===== config.mk =====
export PLATFORM = sky130hd
export DESIGN_NAME = surface_pool_allocator_unit
export DESIGN_NICKNAME = d
export VERILOG_FILES = /design/src/rtl/spa_pkg.sv /design/src/rtl/spa_ram.sv /design/src/rtl/spa_dp.sv /design/src/rtl/spa_ctrl.sv /design/src/rtl/surface_pool_allocator_unit.sv
export SDC_FILE = /design/constraint.sdc
export NUM_CORES = 1
export LEC_CHECK = 0
export CELL_PAD_IN_SITES_DETAIL_PLACEMENT = 1
export CELL_PAD_IN_SITES_GLOBAL_PLACEMENT = 1
export CORE_ASPECT_RATIO = 0.5
export CORE_UTILIZATION = 40
export CTS_CLUSTER_DIAMETER = 80
export DETAILED_ROUTE_END_ITERATION = 8
export DONT_BUFFER_PORTS = 1
export GPL_TIMING_DRIVEN = 0
export PLACE_DENSITY_LB_ADDON = 0.3
export SYNTH_ARGS = -nofsm -noshare
export SYNTH_HDL_FRONTEND = slang
export SYNTH_SLANG_ARGS = --single-unit

===== constraint.sdc =====
create_clock -name clk_i -period 5 [get_ports clk_i]
set_clock_uncertainty 0.1 [all_clocks]
set_input_delay 1.25 -clock clk_i [delete_from_list [all_inputs] [get_ports clk_i]]
set_output_delay 1.25 -clock clk_i [all_outputs]
set_load 0.01 [all_outputs]

===== src/rtl/spa_pkg.sv =====
// Shared constants and control types of the surface pool allocator.
package spa_pkg;

  localparam int POOL_SLOTS = 32;
  localparam int STAMP_W    = 32;
  localparam int SLOT_W     = $clog2(POOL_SLOTS);
  localparam int CFG_W      = 6;
  localparam int GRANT_W    = 5;
  localparam int IDX_W      = 5;
  localparam int IN_DATA_W  = 8;
  localparam int OUT_DATA_W = 8;

  localparam logic [CFG_W-1:0] CFG_RESET = CFG_W'(32);

  localparam logic ACT_ACQUIRE = 1'b0;
  localparam logic ACT_RELEASE = 1'b1;

  typedef struct packed {
    logic load_item;  // capture the request and restart the scan
    logic scan_step;  // slot under the scan is busy: read its stamp, advance
    logic take_free;  // slot under the scan is free: grant it
    logic commit;     // update the pool and load the result register
  } spa_cmd_t;

  typedef struct packed {
    logic is_release; // captured request is a release
    logic cur_free;   // slot under the scan is free
    logic at_last;    // scan sits on the last searched slot
    logic out_free;   // result register can take a new result
  } spa_stat_t;

endpackage


===== src/rtl/spa_ram.sv =====
// Generic single-write, single-read RAM with a registered read port.
module spa_ram #(
  parameter int WIDTH = 32,
  parameter int DEPTH = 32
) (
  input  logic                     clk_i,
  input  logic                     we_i,
  input  logic [$clog2(DEPTH)-1:0] waddr_i,
  input  logic [WIDTH-1:0]         wdata_i,
  input  logic [$clog2(DEPTH)-1:0] raddr_i,
  output logic [WIDTH-1:0]         rdata_o
);

  logic [WIDTH-1:0] mem_q [DEPTH];
  logic [WIDTH-1:0] rdata_q;

  always_ff @(posedge clk_i) begin
    if (we_i) begin
      mem_q[waddr_i] <= wdata_i;
    end
    rdata_q <= mem_q[raddr_i];
  end

  assign rdata_o = rdata_q;

endmodule


===== src/rtl/spa_dp.sv =====
// Datapath: busy marks, stamp memory, scan counter, oldest tracker and result register.
module spa_dp (
  input  logic                         clk_i,
  input  logic                         rst_ni,
  input  logic                         cfg_we_i,
  input  logic [spa_pkg::CFG_W-1:0]    cfg_wdata_i,
  input  logic                         in_action_i,
  input  logic [spa_pkg::IDX_W-1:0]    in_slot_index_i,
  input  logic                         out_ready_i,
  output logic                         out_valid_o,
  output logic [spa_pkg::GRANT_W-1:0]  out_granted_slot_o,
  output logic                         out_took_busy_o,
  output logic                         out_was_release_o,
  input  spa_pkg::spa_cmd_t            cmd_i,
  output spa_pkg::spa_stat_t           stat_o
);

  logic [spa_pkg::CFG_W-1:0]      cfg_q;
  logic [spa_pkg::POOL_SLOTS-1:0] busy_q;
  logic [spa_pkg::STAMP_W-1:0]    counter_q;
  logic                           action_q;
  logic [spa_pkg::IDX_W-1:0]      rel_idx_q;
  logic [spa_pkg::SLOT_W-1:0]     k_q;
  logic [spa_pkg::SLOT_W-1:0]     pick_q;
  logic                           use_oldest_q;
  logic                           pend_q;
  logic [spa_pkg::SLOT_W-1:0]     pend_idx_q;
  logic [spa_pkg::STAMP_W-1:0]    oldest_stamp_q;
  logic [spa_pkg::SLOT_W-1:0]     oldest_idx_q;
  logic                           out_valid_q;
  logic [spa_pkg::GRANT_W-1:0]    out_slot_q;
  logic                           out_busy_q;
  logic                           out_rel_q;

  logic [spa_pkg::SLOT_W-1:0]     last_idx;
  logic [spa_pkg::SLOT_W-1:0]     grant;
  logic [spa_pkg::STAMP_W-1:0]    rdata;
  logic                           rel_in_range;
  logic                           acq_commit;

  // Last searched slot: a count of zero acts as one, a count above the pool as the pool.
  always_comb begin
    if (cfg_q == '0) begin
      last_idx = '0;
    end else if (int'(cfg_q) > spa_pkg::POOL_SLOTS) begin
      last_idx = spa_pkg::SLOT_W'(spa_pkg::POOL_SLOTS - 1);
    end else begin
      last_idx = spa_pkg::SLOT_W'(cfg_q - spa_pkg::CFG_W'(1));
    end
  end

  assign grant        = use_oldest_q ? oldest_idx_q : pick_q;
  assign rel_in_range = int'(rel_idx_q) < spa_pkg::POOL_SLOTS;
  assign acq_commit   = cmd_i.commit && (action_q == spa_pkg::ACT_ACQUIRE);

  // Stamps are only read for busy slots, and a slot turns busy only when its stamp is
  // written, so the memory needs no clearing after reset.
  spa_ram #(
    .WIDTH (spa_pkg::STAMP_W),
    .DEPTH (spa_pkg::POOL_SLOTS)
  ) u_stamp_ram (
    .clk_i   (clk_i),
    .we_i    (acq_commit),
    .waddr_i (grant),
    .wdata_i (counter_q),
    .raddr_i (k_q),
    .rdata_o (rdata)
  );

  always_ff @(posedge clk_i or negedge rst_ni) begin
    if (!rst_ni) begin
      cfg_q       <= spa_pkg::CFG_RESET;
      busy_q      <= '0;
      counter_q   <= '0;
      pend_q      <= 1'b0;
      out_valid_q <= 1'b0;
    end else begin
      if (cfg_we_i) begin
        cfg_q <= cfg_wdata_i;
      end
      pend_q <= cmd_i.scan_step;
      if (out_valid_q && out_ready_i) begin
        out_valid_q <= 1'b0;
      end
      if (cmd_i.commit) begin
        out_valid_q <= 1'b1;
        if (action_q == spa_pkg::ACT_RELEASE) begin
          if (rel_in_range) begin
            busy_q[spa_pkg::SLOT_W'(rel_idx_q)] <= 1'b0;
          end
        end else begin
          busy_q[grant] <= 1'b1;
          counter_q     <= counter_q + spa_pkg::STAMP_W'(1);
        end
      end
    end
  end

  always_ff @(posedge clk_i) begin
    if (cmd_i.load_item) begin
      action_q     <= in_action_i;
      rel_idx_q    <= in_slot_index_i;
      k_q          <= '0;
      use_oldest_q <= 1'b1;
    end
    if (cmd_i.scan_step) begin
      pend_idx_q <= k_q;
      k_q        <= k_q + spa_pkg::SLOT_W'(1);
    end
    if (cmd_i.take_free) begin
      pick_q       <= k_q;
      use_oldest_q <= 1'b0;
    end
    // The first stamp of a scan seeds the tracker; a tie keeps the lower slot.
    if (pend_q && ((pend_idx_q == '0) || (rdata < oldest_stamp_q))) begin
      oldest_stamp_q <= rdata;
      oldest_idx_q   <= pend_idx_q;
    end
    if (cmd_i.commit) begin
      if (action_q == spa_pkg::ACT_RELEASE) begin
        out_slot_q <= '0;
        out_busy_q <= 1'b0;
        out_rel_q  <= 1'b1;
      end else begin
        out_slot_q <= spa_pkg::GRANT_W'(grant);
        out_busy_q <= use_oldest_q;
        out_rel_q  <= 1'b0;
      end
    end
  end

  assign stat_o.is_release = (action_q == spa_pkg::ACT_RELEASE);
  assign stat_o.cur_free   = !busy_q[k_q];
  assign stat_o.at_last    = (k_q == last_idx);
  assign stat_o.out_free   = !out_valid_q || out_ready_i;

  assign out_valid_o        = out_valid_q;
  assign out_granted_slot_o = out_slot_q;
  assign out_took_busy_o    = out_busy_q;
  assign out_was_release_o  = out_rel_q;

endmodule


===== src/rtl/spa_ctrl.sv =====
// Controller: sequences request capture, slot scan, drain and commit.
module spa_ctrl (
  input  logic               clk_i,
  input  logic               rst_ni,
  input  logic               in_valid_i,
  output logic               in_ready_o,
  input  spa_pkg::spa_stat_t stat_i,
  output spa_pkg::spa_cmd_t  cmd_o
);

  typedef enum logic [1:0] {
    ST_IDLE,
    ST_SCAN,
    ST_DRAIN,
    ST_COMMIT
  } state_e;

  state_e state_q;
  state_e state_d;

  always_comb begin
    cmd_o   = '0;
    state_d = state_q;
    unique case (state_q)
      ST_IDLE: begin
        if (in_valid_i) begin
          cmd_o.load_item = 1'b1;
          state_d         = ST_SCAN;
        end
      end
      ST_SCAN: begin
        if (stat_i.is_release) begin
          state_d = ST_COMMIT;
        end else if (stat_i.cur_free) begin
          cmd_o.take_free = 1'b1;
          state_d         = ST_COMMIT;
        end else begin
          cmd_o.scan_step = 1'b1;
          if (stat_i.at_last) begin
            state_d = ST_DRAIN;
          end
        end
      end
      ST_DRAIN: begin
        state_d = ST_COMMIT;
      end
      ST_COMMIT: begin
        if (stat_i.out_free) begin
          cmd_o.commit = 1'b1;
          state_d      = ST_IDLE;
        end
      end
      default: begin
        state_d = ST_IDLE;
      end
    endcase
  end

  always_ff @(posedge clk_i or negedge rst_ni) begin
    if (!rst_ni) begin
      state_q <= ST_IDLE;
    end else begin
      state_q <= state_d;
    end
  end

  assign in_ready_o = (state_q == ST_IDLE);

endmodule


===== src/rtl/surface_pool_allocator_unit.sv =====
// Top level of the surface pool allocator: controller, datapath and stream ports.
//
// The slave stream carries one request per transfer: tuser is the action (0 acquire,
// 1 release) and tdata holds the slot to release. The master stream returns exactly
// one result per request: the granted slot and a flag that no slot was free and the
// oldest busy slot was reused, with tuser set when the result acknowledges a release.
// The one configuration register sets how many slots an acquire searches; write it
// only while no request is in flight.
// An acquire scans the slots one per cycle, reading each busy slot's issue stamp
// from the stamp memory; it ends at the first free slot, or, when every searched
// slot is busy, passes a drain state for the last stamp read before its commit.
// A release goes from the scan state straight to its commit.
// The next request can be accepted at the earliest at the edge where the result can
// first be taken, so requests are handled one at a time.
// Reset frees every slot, clears the issue counter and sets the count to 32; the
// block is ready as soon as reset ends. A stalled receiver holds the result
// in the output register; the next request may already be accepted and is finished
// up to its commit, where it waits until the result register is free.
module surface_pool_allocator_unit (
  input  logic                              clk_i,
  input  logic                              rst_ni,
  input  logic                              cfg_we_i,
  input  logic [spa_pkg::CFG_W-1:0]         cfg_wdata_i,
  input  logic                              s_axis_tvalid,
  output logic                              s_axis_tready,
  // [4:0] slot_index, [7:5] zero
  input  logic [spa_pkg::IN_DATA_W-1:0]     s_axis_tdata,
  // [0] action
  input  logic                              s_axis_tuser,
  output logic                              m_axis_tvalid,
  input  logic                              m_axis_tready,
  // [4:0] granted_slot, [5] took_busy, [7:6] zero
  output logic [spa_pkg::OUT_DATA_W-1:0]    m_axis_tdata,
  // [0] was_release
  output logic                              m_axis_tuser
);

  spa_pkg::spa_cmd_t  cmd;
  spa_pkg::spa_stat_t stat;

  logic [spa_pkg::GRANT_W-1:0] granted_slot;
  logic                        took_busy;

  spa_ctrl u_ctrl (
    .clk_i      (clk_i),
    .rst_ni     (rst_ni),
    .in_valid_i (s_axis_tvalid),
    .in_ready_o (s_axis_tready),
    .stat_i     (stat),
    .cmd_o      (cmd)
  );

  spa_dp u_dp (
    .clk_i              (clk_i),
    .rst_ni             (rst_ni),
    .cfg_we_i           (cfg_we_i),
    .cfg_wdata_i        (cfg_wdata_i),
    .in_action_i        (s_axis_tuser),
    .in_slot_index_i    (s_axis_tdata[spa_pkg::IDX_W-1:0]),
    .out_ready_i        (m_axis_tready),
    .out_valid_o        (m_axis_tvalid),
    .out_granted_slot_o (granted_slot),
    .out_took_busy_o    (took_busy),
    .out_was_release_o  (m_axis_tuser),
    .cmd_i              (cmd),
    .stat_o             (stat)
  );

  assign m_axis_tdata = {2'b00, took_busy, granted_slot};

endmodule

; ---- Word level (Yosys, flattened, before mapping)
; Memories as Yosys holds them, arrays and structs flattened. A register that Yosys moved wholly into a read port is not among the register bits.
; Index checks and enable logic that the tools add are counted.
[classes]
addsub = 3
n_lt_le_gt_ge = 7
eq_ne = 7
n_mux = 31
bitwise = 4
reduce_logical = 15
[ops]
columns = op, n
row1 = 32-bit by 1-bit adder with 32-bit output (second input constant), 1
row2 = 32-bit bitwise AND, 1
row3 = 32-bit < comparator, 1
row4 = 32-bit two-way mux, 1
row5 = 32-bit inverter, 1
row6 = 32-bit bitwise OR, 1
row7 = 5-bit two-way mux, 5
row8 = 5-bit by 6-bit < comparator with 1-bit output (second input constant), 3
row9 = 1-bit two-way mux, 14
row10 = 2-bit two-way mux, 7
row11 = 1-bit demux with 5-bit select, 2
row12 = 5-bit by 1-bit >= comparator with 1-bit output (second input constant), 2
row13 = 2-bit case mux with 4 select lines, 1
row14 = 6-bit > comparator (second input constant), 1
row15 = 6-bit logical NOT, 1
row16 = 5-bit by 1-bit adder with 5-bit output (second input constant), 1
row17 = 1-bit binary-select mux with 5-bit select, 1
row18 = 5-bit equality test, 1
row19 = 1-bit logical AND, 5
row20 = 5-bit logical NOT, 1
row21 = 5-bit by 1-bit subtractor with 5-bit output (second input constant), 1
row22 = 2-bit equality test (second input constant), 2
row23 = 2-bit != test (second input constant), 2
row24 = 4-bit by 3-bit != test with 1-bit output (second input constant), 1
row25 = other kinds (8), 10
[totals]
regBits = 140
mem_bits_rw = 1024
in_bits = 20
output_inout_bits = 11
elab_cells = 85
mem_count = 1
[memory_table]
columns = memory, words, width, rd, rd_ports_with_merged_regs, write_ports, line_no
row1 = u_dp.u_stamp_ram.mem_q, 32, 32, 1, 1, 1, spa_ram.sv:14  ; logic [WIDTH-1:0] mem_q [DEPTH];

; ---- Logic depth before layout (Yosys ltp)
[depth]
depth_word = 8
ltp_mapped = 10
ltp_nobuf = 9

; ---- By module
; Synthesis repeated with hierarchy kept, for this count alone.
[hier_totals]
cells_unflattened = 2803
area_unflattened_um2 = 47102.7
[modules_own_cells]
columns = module, instances, cells_each, area_per_inst_um2, seq_area_each_um2
row1 = spa_ram, 1, 2260, 40485.1, 31390.1
row2 = spa_dp, 1, 520, 6406.1, 3774.9
row3 = spa_ctrl, 1, 19, 185.2, 50.0
row4 = surface_pool_allocator_unit, 1, 4, 26.3, 0.0

; ---- Least setup slack after synthesis
; Ideal clock, no wire load.
[synth_timing]
kind = input to register
startpoint = input m_axis_tready
endpoint = memory u_dp.u_stamp_ram.mem_q[0][0], enable pin
setup_time_ns = 0.421
arrival_ns = 3.853
t_required_ns = 4.479
path_slack_ns = 0.626
stages = 7
path_buffers = 1
path_cell_list = nand2b_1 -> nand2_1 -> inv_1 -> o21ai_0 -> or2_2 -> clkbuf_1 -> nor2_1
[synth_lines]
columns = element, line_no
row1 = start: declaration, surface_pool_allocator_unit.sv:31  ; input logic m_axis_tready,
row2 = end: declaration, spa_ram.sv:14

; ---- Final worst setup path
[layout_timing]
startpoint = register u_dp.oldest_stamp_q[1] (netlist name)
endpoint = register u_dp.oldest_stamp_q[13] (netlist name), enable pin
[layout_via]
elab_chain_len = 3
[layout_lines]
columns = element, line_no
row1 = start: declaration, spa_dp.sv:28  ; logic [spa_pkg::STAMP_W-1:0] oldest_stamp_q;
row2 = start signal: assignment, spa_dp.sv:116  ; oldest_stamp_q <= rdata;
row3 = 32-bit < comparator, spa_dp.sv:115  ; if (pend_q && ((pend_idx_q == '0) || (rdata < oldest_stamp_q))) begin
row4 = 1-bit logical OR, spa_dp.sv:115
row5 = 1-bit logical AND, spa_dp.sv:115
; Every way passes these cells.
; A chain may end at the register's enable or synchronous reset.

==> metrics <==
status=finished clean; post-route antenna net violation count=0; Distinct cells, synth=57; initial antenna violation count=1; synthesized cell area=~46,000 sq um; Initial DRC Count=about 2,400; nets=roughly 2,400; largest net degree at the start of global routing=between 70 and 80; RSZ-0062 raised after global routing=no; Tcrit/Tclk final=between 80% and 90%; final WL=117,200 um; vias in the first global route=23,438; most frequent cells after synthesis=1,089 x edfxtp_1, 322 x mux4_2, 140 x nand2_1; number of synthesis warnings=0; minimum clock period=about 4500 ps; crit-path max FO=21; Post-CTS Setup Inserts=0; CORE AREA=~110,000 sq um; chip height=around 240 um; Main synth FF type=edfxtp_1; # port buffers=0; cts repair resizes=0; number of hold violations in the final report=0; crit path kind=reg2reg; # setup viols final=0; fmax=223.2 MHz; CTS tree=built; CTS Hold Bufs=0; clock sink count=about 1,200; top post-synthesis cells by area=edfxtp_1 71%, mux4_2 16%, dfrtp_1 4.0%, dfxtp_1 1.4%, nand2_1 1.1%; detailed-route DRC error count=0; worst vdd ir=between 0.2 and 0.3 mV; Pleak=around 18 nW; Wirelength per Cell=approximately 30 um; share of post-route cells with drive strength above 1=25.30%; area grow syn2layout=14.12%; htree depth=3; Syn Area/Cell=approximately 21 sq um; area of the multi-input gates=10,650 sq um; IO Pins=31; clk_lat worst skew=720 ps; reg2reg setup slack=between 500 and 600 ps; DR vias=22,395; CP Data Arrival Time=about 4800 ps; Req. time, crit path=approximately 5300 ps; dpl cell area=roughly 49,000 sq um; number of synthesized flops with an enable pin=roughly 1,100; CTS Buf Count=110; GR Util All Layers=between 20% and 30%; Startpoint Class=flip-flop; fin area=between 50,000 and 60,000 sq um; most common cell in the synthesized netlist=edfxtp_1; Design Power=approximately 24 mW; first-pass GRT wire length=between 150,000 and 200,000 um; Seq/Total Area, Yosys=76.20%; total iterations of the first detailed-routing run=6; CTS root buf=clkbuf_16; global route overflow=0; Slew Limit Headroom=11.04%; Routability Congestion=approximately 0.78; FILL cells=10,330; FP Rows=87; CTS max path bufs=3; Tightest Hold Check Type=in2async; Gate Count Post-Synth=~2,200; Synth area leader=edfxtp_1; die area=117,000 sq um; Synth top area share=between 70% and 80%; Reg clk slew, reported paths=around 60 ps; DP Wirelength=~76,000 um; crit end category=flip-flop; count of pins over their slew limit=0; MaxCap Viol Count=0; flops & latches, synth=between 1,000 and 1,500; pwr dens=about 450 nW/um^2; register area=approximately 35,000 sq um; FFs w/ async S/R, synth=6.187%; Initial Util=around two fifths; Die Span X=482.7 um; Worst Tran Pin Value=1334 ps; vias per std cell=around 5.7
-- registers in the layout, indices dropped and copies added, names as in the netlist, 6 cells and up --
| register | cells |
|---|---|
| u_dp.cfg_q | 6 |
| u_dp.u_stamp_ram.rdata_o | 32 |
| u_dp.u_stamp_ram.mem_q | 1024 |
| u_dp.busy_q | 32 |
| u_dp.counter_q | 32 |
| u_dp.oldest_stamp_q | 32 |
-- cells in the final DEF (no fill, tap or decap), types with 9 or more instances in the layout --
master / n
clkbuf_1: 80
clkbuf_8: 14
nand2b_1: 9
clkinv_2: 26
edfxtp_1: 1089
a21o_1: 11
nand4_1: 15
clkinv_1: 10
mux4_2: 322
dfrtp_1: 73
nand3_1: 16
xnor2_1: 24
nand2_1: 140
buf_2: 27
a21oi_1: 10
ha_1: 38
inv_1: 45
clkbuf_16: 113
buf_12: 30
dfxtp_1: 33
nor2_4: 32
nor2_1: 45
xor2_1: 15
buf_1: 19
o21ai_0: 74
-- stage by stage --
| stage | hold WS, ps | worst slack (ps) | utilization, % | std cells | setup TNS (ps) |
|---|---|---|---|---|---|
| after floorplan | 299.5 | 625.7 | - | 2177 | 0 |
| after global placement | 307.5 | -2548 | 42.34 | 3690 | -1996690 |
| after detailed placement | 324.7 | -184.4 | 43.25 | 3727 | -3892 |
| after CTS | 82.32 | 551.4 | 46.40 | 3936 | 0 |
| after global routing | 88.50 | 474.3 | 46.40 | 3936 | 0 |
| final | 135.3 | 520.1 | 46.41 | 3938 | 0 |
-- layout make-up --
| class | instances | share of cell area [%] |
|---|---|---|
| timing repair buffer | 37 | 1.473 |
| multi-input combinational | 835 | 20.19 |
| sequential | 1196 | 66.77 |
| clock inverter | 49 | 0.8351 |
| antenna | 2 | 0.009490 |
| buffer | 100 | 0.8398 |
| clock buffer | 160 | 5.962 |
| inverter | 46 | 0.3274 |
| tap | 1513 | 3.589 |
-- power breakdown --
group	leakage [nW]	internal, mW	switching (mW)
clock network	1.78	4.73	3.72
logic	4.16	1.34	2.14
registers	12.5	11.4	0.369
-- worst paths after layout --
check	startpoint	endpoint	cells past startpoint
max	u_dp.oldest_stamp_q[1]	u_dp.oldest_stamp_q[13]	9
min	rst_ni	u_dp.busy_q[15]	0
max reg2reg	u_dp.oldest_stamp_q[1]	u_dp.oldest_stamp_q[13]	9
min reg2reg	u_dp.u_stamp_ram.rdata_o[0]	u_dp.oldest_stamp_q[0]	0
max in group asynchronous	rst_ni	u_dp.cfg_q[5]	0
min in group clk_i	u_dp.u_stamp_ram.rdata_o[0]	u_dp.oldest_stamp_q[0]	0
-- per-layer routing --
metal	track usage, %	routed length (um)	vias up	part of all wire, %
met3	3.467	6913	147	5.9
met5	0	0	-	0
met1	30.12	53280	12321	45
met2	31.44	54720	711	47
li1	-	-	9216	-
met4	4.449	2244	0	1.9
-- critical path, cell delays in order, from the launching register on --
cell and delay (ps):
edfxtp_1 360, inv_1 70, ha_1 230, a21o_1 210
a211oi_1 420, o31ai_1 240, a221oi_1 850, o211ai_1 530
a31oi_4 830, buf_12 280
-- logic make-up after synthesis --
group / synth area share, %
AO/OA/AOI/OAI: 1.565
AND/OR/NAND/NOR: 2.821
adder cells (fa/ha/maj): 1.029
multiplexers: 16.31
XOR/XNOR: 0.7391
other: 0.008114
flip-flops: 76.20
buffers and inverters: 1.332
Note: power is estimated with default switching activity, not from simulation.
